**config.mk**
```make
export PLATFORM = sky130hd
export DESIGN_NAME = nps_dist_unit
export DESIGN_NICKNAME = d
export VERILOG_FILES = /design/src/rtl/core/nearest_point_search_top_macros.svh /design/src/rtl/core/nps_pkg.sv /design/src/rtl/core/nps_dist_unit.sv
export SDC_FILE = /design/constraint.sdc
export NUM_CORES = 2
export LEC_CHECK = 0
export BUFFER_PORTS_ARGS = -buffer_cell sky130_fd_sc_hd__buf_2
export CAP_MARGIN = 20
export CORE_ASPECT_RATIO = 0.75
export CORE_UTILIZATION = 27
export DETAILED_ROUTE_END_ITERATION = 8
export HOLD_SLACK_MARGIN = 0.06
export SLEW_MARGIN = 5
export SYNTH_ARGS = -nofsm -noshare
export SYNTH_HDL_FRONTEND = slang
export SYNTH_SLANG_ARGS = --single-unit
```
**constraint.sdc**
```tcl
create_clock -name clk -period 16.8 [get_ports clk]
set_input_delay 3.36 -clock clk [delete_from_list [all_inputs] [get_ports clk]]
set_output_delay 3.36 -clock clk [all_outputs]
set_load 0.01 [all_outputs]
```
**src/rtl/core/nearest_point_search_top_macros.svh**
```systemverilog
// Assertion macros shared by the nearest point search RTL.
`ifndef NEAREST_POINT_SEARCH_TOP_MACROS_SVH
`define NEAREST_POINT_SEARCH_TOP_MACROS_SVH

`ifndef NO_ASSERTIONS

`define NPS_ASSERT_IMPLY(label, clk, rst, ante, cons) \
  label: assert property (@(posedge clk) disable iff (rst) (ante) |-> (cons)) \
    else $error("nearest point search: implication check failed");

`define NPS_ASSERT_NEXT(label, clk, rst, ante, cons) \
  label: assert property (@(posedge clk) disable iff (rst) (ante) |=> (cons)) \
    else $error("nearest point search: next-cycle check failed");

`else

`define NPS_ASSERT_IMPLY(label, clk, rst, ante, cons)

`define NPS_ASSERT_NEXT(label, clk, rst, ante, cons)

`endif

`endif

```
**src/rtl/core/nps_pkg.sv**
```systemverilog
// Types and constants shared by the nearest point search modules.
`timescale 1ns / 1ps

package nps_pkg;

  localparam int COORD_W = 24;
  localparam int ABS_W   = 24;
  localparam int SQR_W   = 48;
  localparam int SQ_W    = 49;
  localparam int RAD_W   = 50;
  localparam int DIST_W  = 25;
  localparam int IDX_W   = 9;
  localparam int CNT_W   = 9;
  localparam int EXT_W   = 17;
  localparam int PADDR_W = 3;
  localparam int PDATA_W = 32;

  localparam logic CMD_WRITE = 1'b0;
  localparam logic CMD_QUERY = 1'b1;

  localparam logic REG_REEF_COUNT = 1'b0;

  typedef struct packed {
    logic [COORD_W-1:0] x;
    logic [COORD_W-1:0] y;
  } point_t;

  typedef struct packed {
    logic             valid;
    logic [IDX_W-1:0] index;
  } scan_tag_t;

endpackage

```
**src/rtl/core/nps_dist_unit.sv**
```systemverilog
// Three-stage pipeline that forms the squared distance to one stored point.
`timescale 1ns / 1ps

module nps_dist_unit
  import nps_pkg::*;
(
  input  logic               clk,
  input  logic               rst,
  input  logic [COORD_W-1:0] qx,
  input  logic [COORD_W-1:0] qy,
  input  scan_tag_t          in_tag,
  input  point_t             in_point,
  output scan_tag_t          sq_tag,
  output logic [SQ_W-1:0]    sq,
  output logic               busy
);

  logic [COORD_W:0] dx;
  logic [COORD_W:0] dy;
  logic [COORD_W:0] ndx;
  logic [COORD_W:0] ndy;
  scan_tag_t        abs_tag;
  logic [ABS_W-1:0] ax;
  logic [ABS_W-1:0] ay;
  scan_tag_t        sqr_tag;
  logic [SQR_W-1:0] sx;
  logic [SQR_W-1:0] sy;

  assign dx  = {qx[COORD_W-1], qx} - {in_point.x[COORD_W-1], in_point.x};
  assign dy  = {qy[COORD_W-1], qy} - {in_point.y[COORD_W-1], in_point.y};
  assign ndx = '0 - dx;
  assign ndy = '0 - dy;

  always_ff @(posedge clk) begin
    abs_tag.index <= in_tag.index;
    ax            <= dx[COORD_W] ? ndx[ABS_W-1:0] : dx[ABS_W-1:0];
    ay            <= dy[COORD_W] ? ndy[ABS_W-1:0] : dy[ABS_W-1:0];
    sqr_tag.index <= abs_tag.index;
    sx            <= ax * ax;
    sy            <= ay * ay;
    sq_tag.index  <= sqr_tag.index;
    sq            <= SQ_W'(sx) + SQ_W'(sy);
    if (rst) begin
      abs_tag.valid <= 1'b0;
      sqr_tag.valid <= 1'b0;
      sq_tag.valid  <= 1'b0;
    end else begin
      abs_tag.valid <= in_tag.valid;
      sqr_tag.valid <= abs_tag.valid;
      sq_tag.valid  <= sqr_tag.valid;
    end
  end

  assign busy = abs_tag.valid | sqr_tag.valid | sq_tag.valid;

endmodule

```
# Word level (Yosys, flattened, before mapping)
# Index checks and enable logic that the tools add are counted.
[totals]
ff_bits = 223
latch_bits = 0
ram_bits = 0
rom_bits = 0
input_bits = 108
output_inout_bits = 60
mem_count = 0
[op_classes]
addsub = 5
multipliers = 2
div_mod_pow = 0
order_cmp = 0
n_eq_ne = 0
n_shift = 0
mux = 2
n_bitwise = 2
n_reduce_logical = 0
[ops]
columns = ["operator", "n"]
rows = [
  ["$mul 24x24->48", 2],
  ["$sub 24x24->25", 2],
  ["$add 48x48->49", 1],
  ["$mux 24", 2],
  ["$sub 1x24->24 const A", 2],
  ["$or 1x1->1", 2],
]

# Longest topological paths before layout
[depth]
ltp_word = 3
ltp_mapped = 31

# Worst setup path before layout
# OpenSTA, ideal clock, no wires.
[synth_path]
path_kind = "reg2reg"
from = "register ay[14]"
to = "register sy[47]"
setup_time_ns = 0.122
arrival_time_ns = 7.501
required_time_ns = 16.678
path_slack_ns = 9.176
path_stages_with_launch = 29
synth_period_minus_slack_ns = 7.624
cell_sequence = "dfxtp_1 > clkbuf_1 > nand2_1 > fa_1 > inv_1 > fa_1 > inv_1 > fa_1 > inv_1 > fa_1 > inv_1 > fa_1 > inv_1 > fa_1 > inv_1 > fa_1 > inv_1 > ha_1 > a21o_1 > a21o_1 > a221o_1 > o31a_1 > a41o_1 > a211o_1 > a31oi_1 > o31ai_1 > a311oi_1 > o21ai_0 > xnor2_1"
[synth_between]
elab_chain_cells = 1
[synth_rtl]
columns = ["element", "line", "source"]
rows = [
  ["from (decl)", "nps_dist_unit.sv:24", "logic [ABS_W-1:0] ay;"],
  ["from (signal assigned)", "nps_dist_unit.sv:37", "ay <= dy[COORD_W] ? ndy[ABS_W-1:0] : dy[ABS_W-1:0];"],
  ["$mul 24x24->48", "nps_dist_unit.sv:40", "sy <= ay * ay;"],
  ["to (signal assigned)", "nps_dist_unit.sv:40", ""],
  ["to (decl)", "nps_dist_unit.sv:27", "logic [SQR_W-1:0] sy;"],
]
# Every way passes these cells.
# A chain may end at the register's enable or synchronous reset.

# Final worst setup path
[layout_path]
from = "register ay[2]"
to = "register sy[47]"
# Same word-level chain as after synthesis.

==> impl_results.md <==
* Ys flop type: dfxtp_1
* Gate count after technology mapping at between 4,000 and 5,000
* Worst path top cell family by delay: adder cells
* DRT Pass-1 Iters at 5
* CP max-delay cell: dfxtp_1
* Slew margin rel. at roughly a quarter
* Port buffer count at ~170
* Max-Cap Viols at 0
* GRT overflow at 0
* RSZ-0062 raised after global routing: false
* P&R area growth vs syn at 10.3%
* DIE WIDTH at around 460 um
* Worst Path Arrival at between 9 and 10 ns
* Core area at around 160,000 um2
* CTS tree: done
* Final HPWL DP at a little over 80,000 um
* Final setup viols at 0
* Number of synthesized flops with an enable pin at 0
* Max FO, Critical Path at 24
* FMAX at around 110 MHz
* Share of synthesized registers carrying an async set or reset at 0%
* Die area at approximately 160,000 um2
* Drt via density at ~4.3
* Final worst path period share at 52.2%
* Library cells used by synthesis at between 70 and 80
* Synth top area cells: fa_1, ha_1, inv_1, dfxtp_1, nand2_1
* CP required at between 15 and 20 ns
* Slew @ Worst Pin at about 1.1 ns
* Die Height at around 340 um
* Largest net degree at the start of global routing at 26
* Worst Path Class, Setup: flop to flop
* Drc violations at 0
* Cell accounting for the most synthesized area: fa_1
* Total Routed Length at 99,900 um
* DR vias at approximately 30,000
* Cts repair resizes at 0
* First-pass GRT wire length at ~170,000 um
* Layout net count at a little over 6,000
* Rows at between 100 and 150
* Minimum clock period at slightly below 9 ns
* CTS Hold Bufs at 0
* Initial Util at 27.2%
* Setup Fix Bufs, Post-CTS at 0
* CP startpoint kind: flop
* Worst path max stage delay at between 0.9 and 1 ns
* Routability congestion estimate at about 0.86
* Initial antenna violation count at 5
* Synthesized cell area at roughly 42,000 um2
* Mapped Nets at 6,018
* Hold Path Class: flop to flop
* Yosys Warn Count at 0
* Clk Latency, worst-skew pair at approximately 0.65 ns
* Multi-input logic area at roughly 33,000 um2
* Most numerous cell in the Yosys netlist: inv_1
* Layout cell share with drive strength beyond 1 at under 10%
* Status: complete, no violations
* Post-synth top cells: inv_1, fa_1, ha_1
* H-tree Lvls at 1
* CTS root buf: clkbuf_16
* Hold Vio Cnt, Final at 0
* Sequential Area at about 4400 um2
* # fillers at ~16,000
* Gr usage total at a little over an eighth
* Yosys top cell area share at between 40 and 50%
* Detailed Route Iter0 Violations at roughly 1,800
* Detail Route Antenna Nets at 0
* Avg Cell Area, Syn at a little over 9 um2
* Post-synthesis sequential area ratio at a little over a tenth
* Clock Sink Count at ~220
* Clk slew on worst S/H paths at 0.06 ns
* Final Slew Violations at 0
* Clock Skew at between 0.06 and 0.07 ns
* Setup TNS at 0 ns
* CP endpoint kind: flop
* Number of global-route vias before repair at between 30,000 and 40,000
* Post-synthesis register bit count at 221
* Total CTS buffers at 27
* WL per Instance at 14.6 um
* Bufs and invs on worst path at 7
* Clock buffer depth at 3
* # IOs at roughly 170
## state kept, by name, summed over array words and instances (netlist names)
register  cells
ax           24
sqr_tag      10
sq           49
sx           47
sq_tag       10
ay           24
sy           47
abs_tag      10
## final cells by class
class | count | share of cell area [%]
clock buffers | 36 | 1.69
multi-input cells | 2987 | 69.8
diodes | 5 | 0.0268
well taps | 2095 | 5.62
flip-flops and latches | 221 | 9.49
inverters | 1277 | 10.3
repair buffers | 209 | 2.53
clock inverters | 13 | 0.513
## worst paths after layout
path	cells after the start	slack, ns	from	endpoint
max	27	8.04	ay[2]	sy[47]
min	0	0.33	sqr_tag[8]	sq_tag[8]
max reg2reg	27	8.04	ay[2]	sy[47]
min reg2reg	0	0.33	sqr_tag[8]	sq_tag[8]
## cells in the final DEF, fill, tap and decap left out, types with 5 or more instances in the layout
| master | instances |
|---|---|
| nand2b_1 | 20 |
| a2111oi_0 | 5 |
| o21bai_1 | 20 |
| clkbuf_8 | 8 |
| clkbuf_16 | 27 |
| bufinv_16 | 6 |
| nor2b_1 | 36 |
| or2_2 | 7 |
| a31o_2 | 6 |
| and3_1 | 29 |
| a211o_1 | 9 |
| o21a_1 | 21 |
| nor2_1 | 148 |
| buf_2 | 167 |
| o211ai_1 | 6 |
| a21oi_1 | 163 |
| nor3_1 | 14 |
| a31oi_1 | 24 |
| buf_4 | 40 |
| nand3_1 | 38 |
| a221o_1 | 5 |
| o21ai_0 | 87 |
| fa_1 | 845 |
| o31ai_1 | 10 |
| and2_1 | 224 |
| a221oi_1 | 5 |
| a211oi_1 | 9 |
| or3_1 | 7 |
| ha_1 | 454 |
| nand4_1 | 17 |
| diode_2 | 5 |
| xor2_1 | 84 |
| nand2_1 | 388 |
| dfxtp_1 | 221 |
| a21o_1 | 82 |
| inv_1 | 1277 |
| xnor2_1 | 145 |
## kinds of logic after synthesis
family                     share of synthesized area [%]
muxes                                              0.204
DFF                                                 10.5
xor gates and xnor gates                            4.75
and+or+nand+nor                                     11.1
adders and majority gates                           53.5
AOI/OAI and AO/OA                                   7.55
buffers and inverters                               12.5
## routing by layer
layer	share of wire, %	wire length, um	global-route usage (%)	vias up
li1	-	-	-	14100
met1	48	47900	18.8	14800
met2	44	44200	20.7	675
met3	5.2	5150	1.63	89
met4	2.5	2540	3.00	0
met5	0	0	0	-
## through the flow
stage | worst slack [ns] | utilization [%] | cells | instance area (um2) | hold WS (ns)
3_5_place_dp | 8.04 | 29.3 | 6786 | 45500 | 0.312
2_1_floorplan | 9.18 | - | 4611 | 42300 | 0.310
6_report | 8.04 | 30.0 | 6843 | 46600 | 0.325
4_1_cts | 8.05 | 30.0 | 6835 | 46600 | 0.326
5_1_grt | 7.56 | 30.0 | 6838 | 46600 | 0.333
3_3_place_gp | 8.17 | 29.3 | 6786 | 45500 | 0.310
Power is left out: the tool's default activity adds up to more than one toggle a clock period on the data nets, which glitch-free logic cannot reach.
