**src/rtl/core/nearest_point_search_top_macros.svh**
```systemverilog
// Assertion macros shared by the nearest point search RTL.
`ifndef NEAREST_POINT_SEARCH_TOP_MACROS_SVH
`define NEAREST_POINT_SEARCH_TOP_MACROS_SVH

`ifndef NO_ASSERTIONS

`define NPS_ASSERT_IMPLY(label, clk, rst, ante, cons) \
  label: assert property (@(posedge clk) disable iff (rst) (ante) |-> (cons)) \
    else $error("nearest point search: implication check failed");

`define NPS_ASSERT_NEXT(label, clk, rst, ante, cons) \
  label: assert property (@(posedge clk) disable iff (rst) (ante) |=> (cons)) \
    else $error("nearest point search: next-cycle check failed");

`else

`define NPS_ASSERT_IMPLY(label, clk, rst, ante, cons)

`define NPS_ASSERT_NEXT(label, clk, rst, ante, cons)

`endif

`endif

```
**src/rtl/core/nps_pkg.sv**
```systemverilog
// Types and constants shared by the nearest point search modules.
`timescale 1ns / 1ps

package nps_pkg;

  localparam int COORD_W = 24;
  localparam int ABS_W   = 24;
  localparam int SQR_W   = 48;
  localparam int SQ_W    = 49;
  localparam int RAD_W   = 50;
  localparam int DIST_W  = 25;
  localparam int IDX_W   = 9;
  localparam int CNT_W   = 9;
  localparam int EXT_W   = 17;
  localparam int PADDR_W = 3;
  localparam int PDATA_W = 32;

  localparam logic CMD_WRITE = 1'b0;
  localparam logic CMD_QUERY = 1'b1;

  localparam logic REG_REEF_COUNT = 1'b0;

  typedef struct packed {
    logic [COORD_W-1:0] x;
    logic [COORD_W-1:0] y;
  } point_t;

  typedef struct packed {
    logic             valid;
    logic [IDX_W-1:0] index;
  } scan_tag_t;

endpackage

```
**src/rtl/core/nps_isqrt.sv**
```systemverilog
// Digit-by-digit integer square root, one result bit per cycle.
`timescale 1ns / 1ps

module nps_isqrt
  import nps_pkg::*;
(
  input  logic              clk,
  input  logic              rst,
  input  logic              start,
  input  logic [SQ_W-1:0]   value,
  output logic [DIST_W-1:0] root,
  output logic              done
);

  localparam int REM_W  = DIST_W + 1;
  localparam int WIDE_W = DIST_W + 3;
  localparam logic [4:0] LAST_STEP = 5'(DIST_W - 1);

  logic              busy;
  logic [4:0]        step;
  logic [RAD_W-1:0]  rad;
  logic [REM_W-1:0]  rem;
  logic [WIDE_W-1:0] rem_sh;
  logic [WIDE_W-1:0] trial;
  logic              take;

  assign rem_sh = {rem, rad[RAD_W-1:RAD_W-2]};
  assign trial  = WIDE_W'({root, 2'b01});
  assign take   = rem_sh >= trial;

  always_ff @(posedge clk) begin
    if (rst) begin
      busy <= 1'b0;
      done <= 1'b0;
      step <= '0;
    end else begin
      done <= busy && (step == LAST_STEP);
      if (start) begin
        busy <= 1'b1;
        step <= '0;
      end else if (busy) begin
        step <= step + 5'd1;
        if (step == LAST_STEP) begin
          busy <= 1'b0;
        end
      end
    end
  end

  always_ff @(posedge clk) begin
    if (start) begin
      rad  <= RAD_W'(value);
      rem  <= '0;
      root <= '0;
    end else if (busy) begin
      rad  <= {rad[RAD_W-3:0], 2'b00};
      rem  <= take ? REM_W'(rem_sh - trial) : REM_W'(rem_sh);
      root <= {root[DIST_W-2:0], take};
    end
  end

endmodule

```
**config.mk**
```make
export PLATFORM = sky130hd
export DESIGN_NAME = nps_isqrt
export DESIGN_NICKNAME = d
export VERILOG_FILES = /design/src/rtl/core/nearest_point_search_top_macros.svh /design/src/rtl/core/nps_pkg.sv /design/src/rtl/core/nps_isqrt.sv
export SDC_FILE = /design/constraint.sdc
export NUM_CORES = 1
export LEC_CHECK = 0
export ABC_AREA = 1
export ABC_CLOCK_PERIOD_IN_PS = 2900
export BUFFER_PORTS_ARGS = -buffer_cell sky130_fd_sc_hd__buf_2
export CORE_MARGIN = 2
export CORE_UTILIZATION = 53
export CTS_BUF_LIST = sky130_fd_sc_hd__clkbuf_4
export DETAILED_ROUTE_END_ITERATION = 8
export PLACE_DENSITY = 0.78
export SYNTH_ARGS = -nofsm -noshare
export SYNTH_HDL_FRONTEND = slang
export SYNTH_SLANG_ARGS = --single-unit
export TNS_END_PERCENT = 20
```
**constraint.sdc**
```tcl
create_clock -name clk -period 2.9 [get_ports clk]
set_input_delay 0.725 -clock clk [delete_from_list [all_inputs] [get_ports clk]]
set_output_delay 0.725 -clock clk [all_outputs]
set_load 0.1 [all_outputs]
```
Word-level counts from Yosys, hierarchy flattened
Index checks and enable logic that the tools add are counted.
{"block": "word_totals", "regBits": 108, "in_bits": 52, "out_inout_bits": 26, "wordCells": 20}
{"block": "op_classes", "add_sub_neg": 2, "n_lt_le_gt_ge": 1, "eq_ne": 1, "n_mux": 6, "reduce_logical": 3}
{"cell": "two-way mux 49 bit", "n": 2}
{"cell": ">= comparator 28 x 27 -> 1 bit", "n": 1}
{"cell": "two-way mux 26 bit", "n": 1}
{"cell": "subtractor 26 bit", "n": 1}
{"cell": "adder 5 x 1 -> 5 bit, second input constant", "n": 1}
{"cell": "== test 5 bit, second input constant", "n": 1}
{"cell": "two-way mux 1 bit", "n": 3}
{"cell": "nonzero test 2 bit", "n": 1}
{"cell": "OR reduction 2 bit", "n": 1}
{"cell": "logical AND 1 bit", "n": 1}

Depth between registers and ports, before layout
{"block": "logic_depth", "depth_word": 4, "ltp_mapped": 16, "ltp_nobuf": 16}

Worst setup path after synthesis
No wires, ideal clock.
{"block": "synth_path", "path_kind": "input -> register", "start": "in start", "end": "reg rad[0], enable pin", "setup_time_ns": 0.433, "arrival_ns": 2.458, "required_time_ns": 2.467, "slack_ns": 0.010, "stages": 3, "n_path_buf": 1, "cell_sequence": "nor2_2 > clkinv_1 > clkbuf_1"}
{"block": "synth_via", "elab_chain_cells": 1}
{"item": "start: declaration", "line": "nps_isqrt.sv:9", "text": "input logic start,"}
{"item": "nonzero test 2 bit (no source line)"}
{"item": "end signal: assignment", "line": "nps_isqrt.sv:52", "text": "rad <= RAD_W'(value);"}
{"item": "end signal: assignment", "line": "nps_isqrt.sv:56", "text": "rad <= {rad[RAD_W-3:0], 2'b00};"}
{"item": "end: declaration", "line": "nps_isqrt.sv:21", "text": "logic [RAD_W-1:0] rad;"}
No other way between the ends.
A chain may end at the register's enable or synchronous reset.

Worst setup path in the final report
{"block": "layout_path", "start": "reg root[0]", "end": "reg rem[20]"}
{"block": "layout_via", "elab_chain_cells": 2, "elab_cells_between_ends": 3, "cone_classes": "add/sub: 1; order compare: 1; mux: 1"}
{"item": "start: declaration", "line": "nps_isqrt.sv:11", "text": "output logic [DIST_W-1:0] root,"}
{"item": "start signal: assignment", "line": "nps_isqrt.sv:58", "text": "root <= {root[DIST_W-2:0], take};"}
{"item": "subtractor 26 bit or >= comparator 28 x 27 -> 1 bit (tied branches)", "line": "nps_isqrt.sv:57, nps_isqrt.sv:29"}
{"item": "two-way mux 26 bit (*)", "line": "nps_isqrt.sv:57", "text": "rem <= take ? REM_W'(rem_sh - trial) : REM_W'(rem_sh);"}
{"item": "end signal: assignment", "line": "nps_isqrt.sv:57"}
{"item": "end: declaration", "line": "nps_isqrt.sv:22", "text": "logic [REM_W-1:0] rem;"}
Mark *: on every way between the ends. The rest lies on a longest branch, timed or not.

==> metrics.txt <==
die height=between 100 and 150 um; GRT Residual Overflow=0; Overall Global Routing Usage=0.248; Pleak=~0.0036 uW; DP Worst Slack=0.356 ns; sequential share of the synthesized area=0.424; setup bufs post-CTS=0; status=finished, final reports clean; hpwl dp=11300 um; total number of vias=5676; Hold WS=0.411 ns; clk sinks=around 110; Layout area overhead=10.2%; Worst-path clk slew=roughly 0.16 ns; RSZ-0062 raised after global routing=no; PortBufs=77; DRT iter0 DRCs=431; clk buf depth=2; CP max-delay cell=dfxtp_1; worst-margin pin slew=between 0.5 and 0.6 ns; WP data required=between 3 and 4 ns; Slew HR=0.640; Pre-antenna DRT Iters=6; CP Launch Type=register; Setup Crit Path Kind=register to register; cts hold-fix bufs=0; Worst Skew=0.0195 ns; Post-synth EDFFs=49; Crit path arrival time=2.98 ns; crit-path cells=inv_1 -> ha_1 -> nand2_1 -> nor2_1 -> nand2_1 -> nor2_1 -> nand2_1 -> nand3_1 -> nor2_4 -> nand2_4 -> nand2_1 -> nor2_1 -> nor2_1 -> nor2_1; nets@finish=1027; DRT antenna net count=0; # diodes=0; Layout Cells excl Fill=1094; Initial Util=0.546; largest net degree at the start of global routing=60; setup TNS=0 ns; Synth async-reset ratio=0; flops & latches, synth=approximately 110; vias per inst=5.19; Wirelength per Cell=13.8 um; Netlist cell types=38; Post-Route WL=15100 um; Cell Rows=39; Final Setup Violations=0; Residual DRC=0; Post-synth top flop=dfxtp_1; VDD IR max=between 0.7 and 0.8 mV; nets in the synthesized netlist=roughly 960; Yosys warnings=0; vias in the first global route=5410; Design Area, Final=slightly below 0.007 mm^2; Mapped Area=roughly 0.0063 mm^2; final period utilization=0.897; Mapped Cells=between 800 and 900; first-pass GRT wire length=about 25000 um; CTS tree=done; min cycle time layout=2.60 ns; H-Tree Depth=3; GPL Wtd Cong=0.952; most used cell, CP=nor2_1; # IOs=78; Crit Path Max Fanout=34; CTS Buf Count=9; CTS Root Cell=clkbuf_4; fmax=385 MHz; post_cts resized=0; Placed Area=0.00678 mm^2; DIE WIDTH=~110 um; die area=around 0.013 mm^2; MaxCap Viol Count=0; Worst Hold Class=input port to register; initial antenna violation count=0; Final Hold Viols=0; final worst slack=0.300 ns; crit-path max cell delay=about 0.40 ns; pins over their slew limit=0; clock latency on the worst-skew pair=between 0.4 and 0.5 ns; CP Capture Type=register; Power Dens Cells=1230 mW/mm^2; placed cells=1078; Syn Area/Cell=around 7 um^2; core box area=0.0115 mm^2; share of cells above drive strength 1=0.127
final timing paths:
path | depth (start not counted) | start | end | slack (ns)
hold / removal | 2 | rst | busy$_SDFF_PP0_ | 0.41
setup / recovery | 14 | root[0]$_SDFFE_PP0P_ | rem[20]$_SDFFE_PP0P_ | 0.30
hold reg to reg | 2 | rem[24]$_SDFFE_PP0P_ | rem[24]$_SDFFE_PP0P_ | 0.47
setup reg to reg | 14 | root[0]$_SDFFE_PP0P_ | rem[20]$_SDFFE_PP0P_ | 0.30
metal layers:
metal / vias up / GRT usage / share of wire
li1: 2937 / - / -
met5: - / 0 / 0
met2: 197 / 0.396 / 0.44
met4: 0 / 0.0837 / 0.024
met3: 29 / 0.0568 / 0.079
met1: 2513 / 0.336 / 0.45
registers in the layout (all words and copies together) (netlist names):
name,flops
rad,50
root,25
busy,1
step,5
done,1
rem,26
cell type report:
| class | instances | area (um^2) |
|---|---|---|
| fillers | 1098 | 4560 |
| repair buffers | 85 | 470 |
| multi-input cells | 615 | 3000 |
| inverters | 127 | 477 |
| flip-flops and latches | 108 | 2650 |
| clock buffers | 10 | 75.1 |
| well taps | 143 | 179 |
| clock inverters | 6 | 46.3 |
cell usage after synthesis, drive strengths merged, types with 13 or more instances:
cell type	n	area, um^2
a21oi	29	149
buf	13	77.6
clkbuf	14	52.6
dfxtp	59	1180
edfxtp	49	1470
ha	29	363
inv	124	465
nand2	362	1380
nand3	53	283
nand4	23	144
nor2	47	211
o22ai	24	150
placed cells by master, fill, tap and decap left out, types with 2 or more instances in the layout:
cell type and count:
a21oi_1 28, buf_12 2, buf_2 77, buf_4 6, clkbuf_4 10, clkinv_1 3
dfxtp_1 59, edfxtp_1 49, ha_1 29, inv_1 123, inv_2 2, inv_6 2
nand2_1 355, nand2_2 6, nand3_1 51, nand3b_1 2, nand4_1 23, nor2_1 39
nor2_2 5, nor2_4 3, nor3_1 10, o21ai_0 6, o21ai_1 3, o21bai_1 4
o22ai_1 24, or2_1 4, xnor2_1 5, xor2_1 7
worst max-delay path: cells and delay by family, from the launching register on:
family / cells / cell delay (ns)
adders and majority gates: 1 / 0.37
DFF: 1 / 0.40
buffers and inverters: 1 / 0.10
and+or+nand+nor: 12 / 1.62
per-stage QoR:
step | utilization | power, uW
floorplan | - | 6580
global placement | 0.591 | 7690
detailed placement | 0.591 | 7720
CTS | 0.602 | 8450
global route | 0.602 | 9400
finish | 0.602 | 8510
report_power, final:
group          leakage, uW  switching, uW  internal (uW)  total [uW]
logic              0.00259           3930           1880        5810
registers         0.000984            160           1830        1990
clock network    0.0000707            517            196         714
total              0.00365           4600           3910        8510
kinds of logic (layout without fill, tap and decap cells):
kind of cell               after synthesis  in the layout  share of synthesized area
and+or+nand+nor                        503            503                      0.339
DFF                                    108            108                      0.424
adders and majority gates               29             29                     0.0579
AOI/OAI and AO/OA                       71             71                     0.0657
buffers and inverters                  154            228                     0.0969
xor gates and xnor gates                12             12                     0.0168
(Power assumes the default switching activity.)
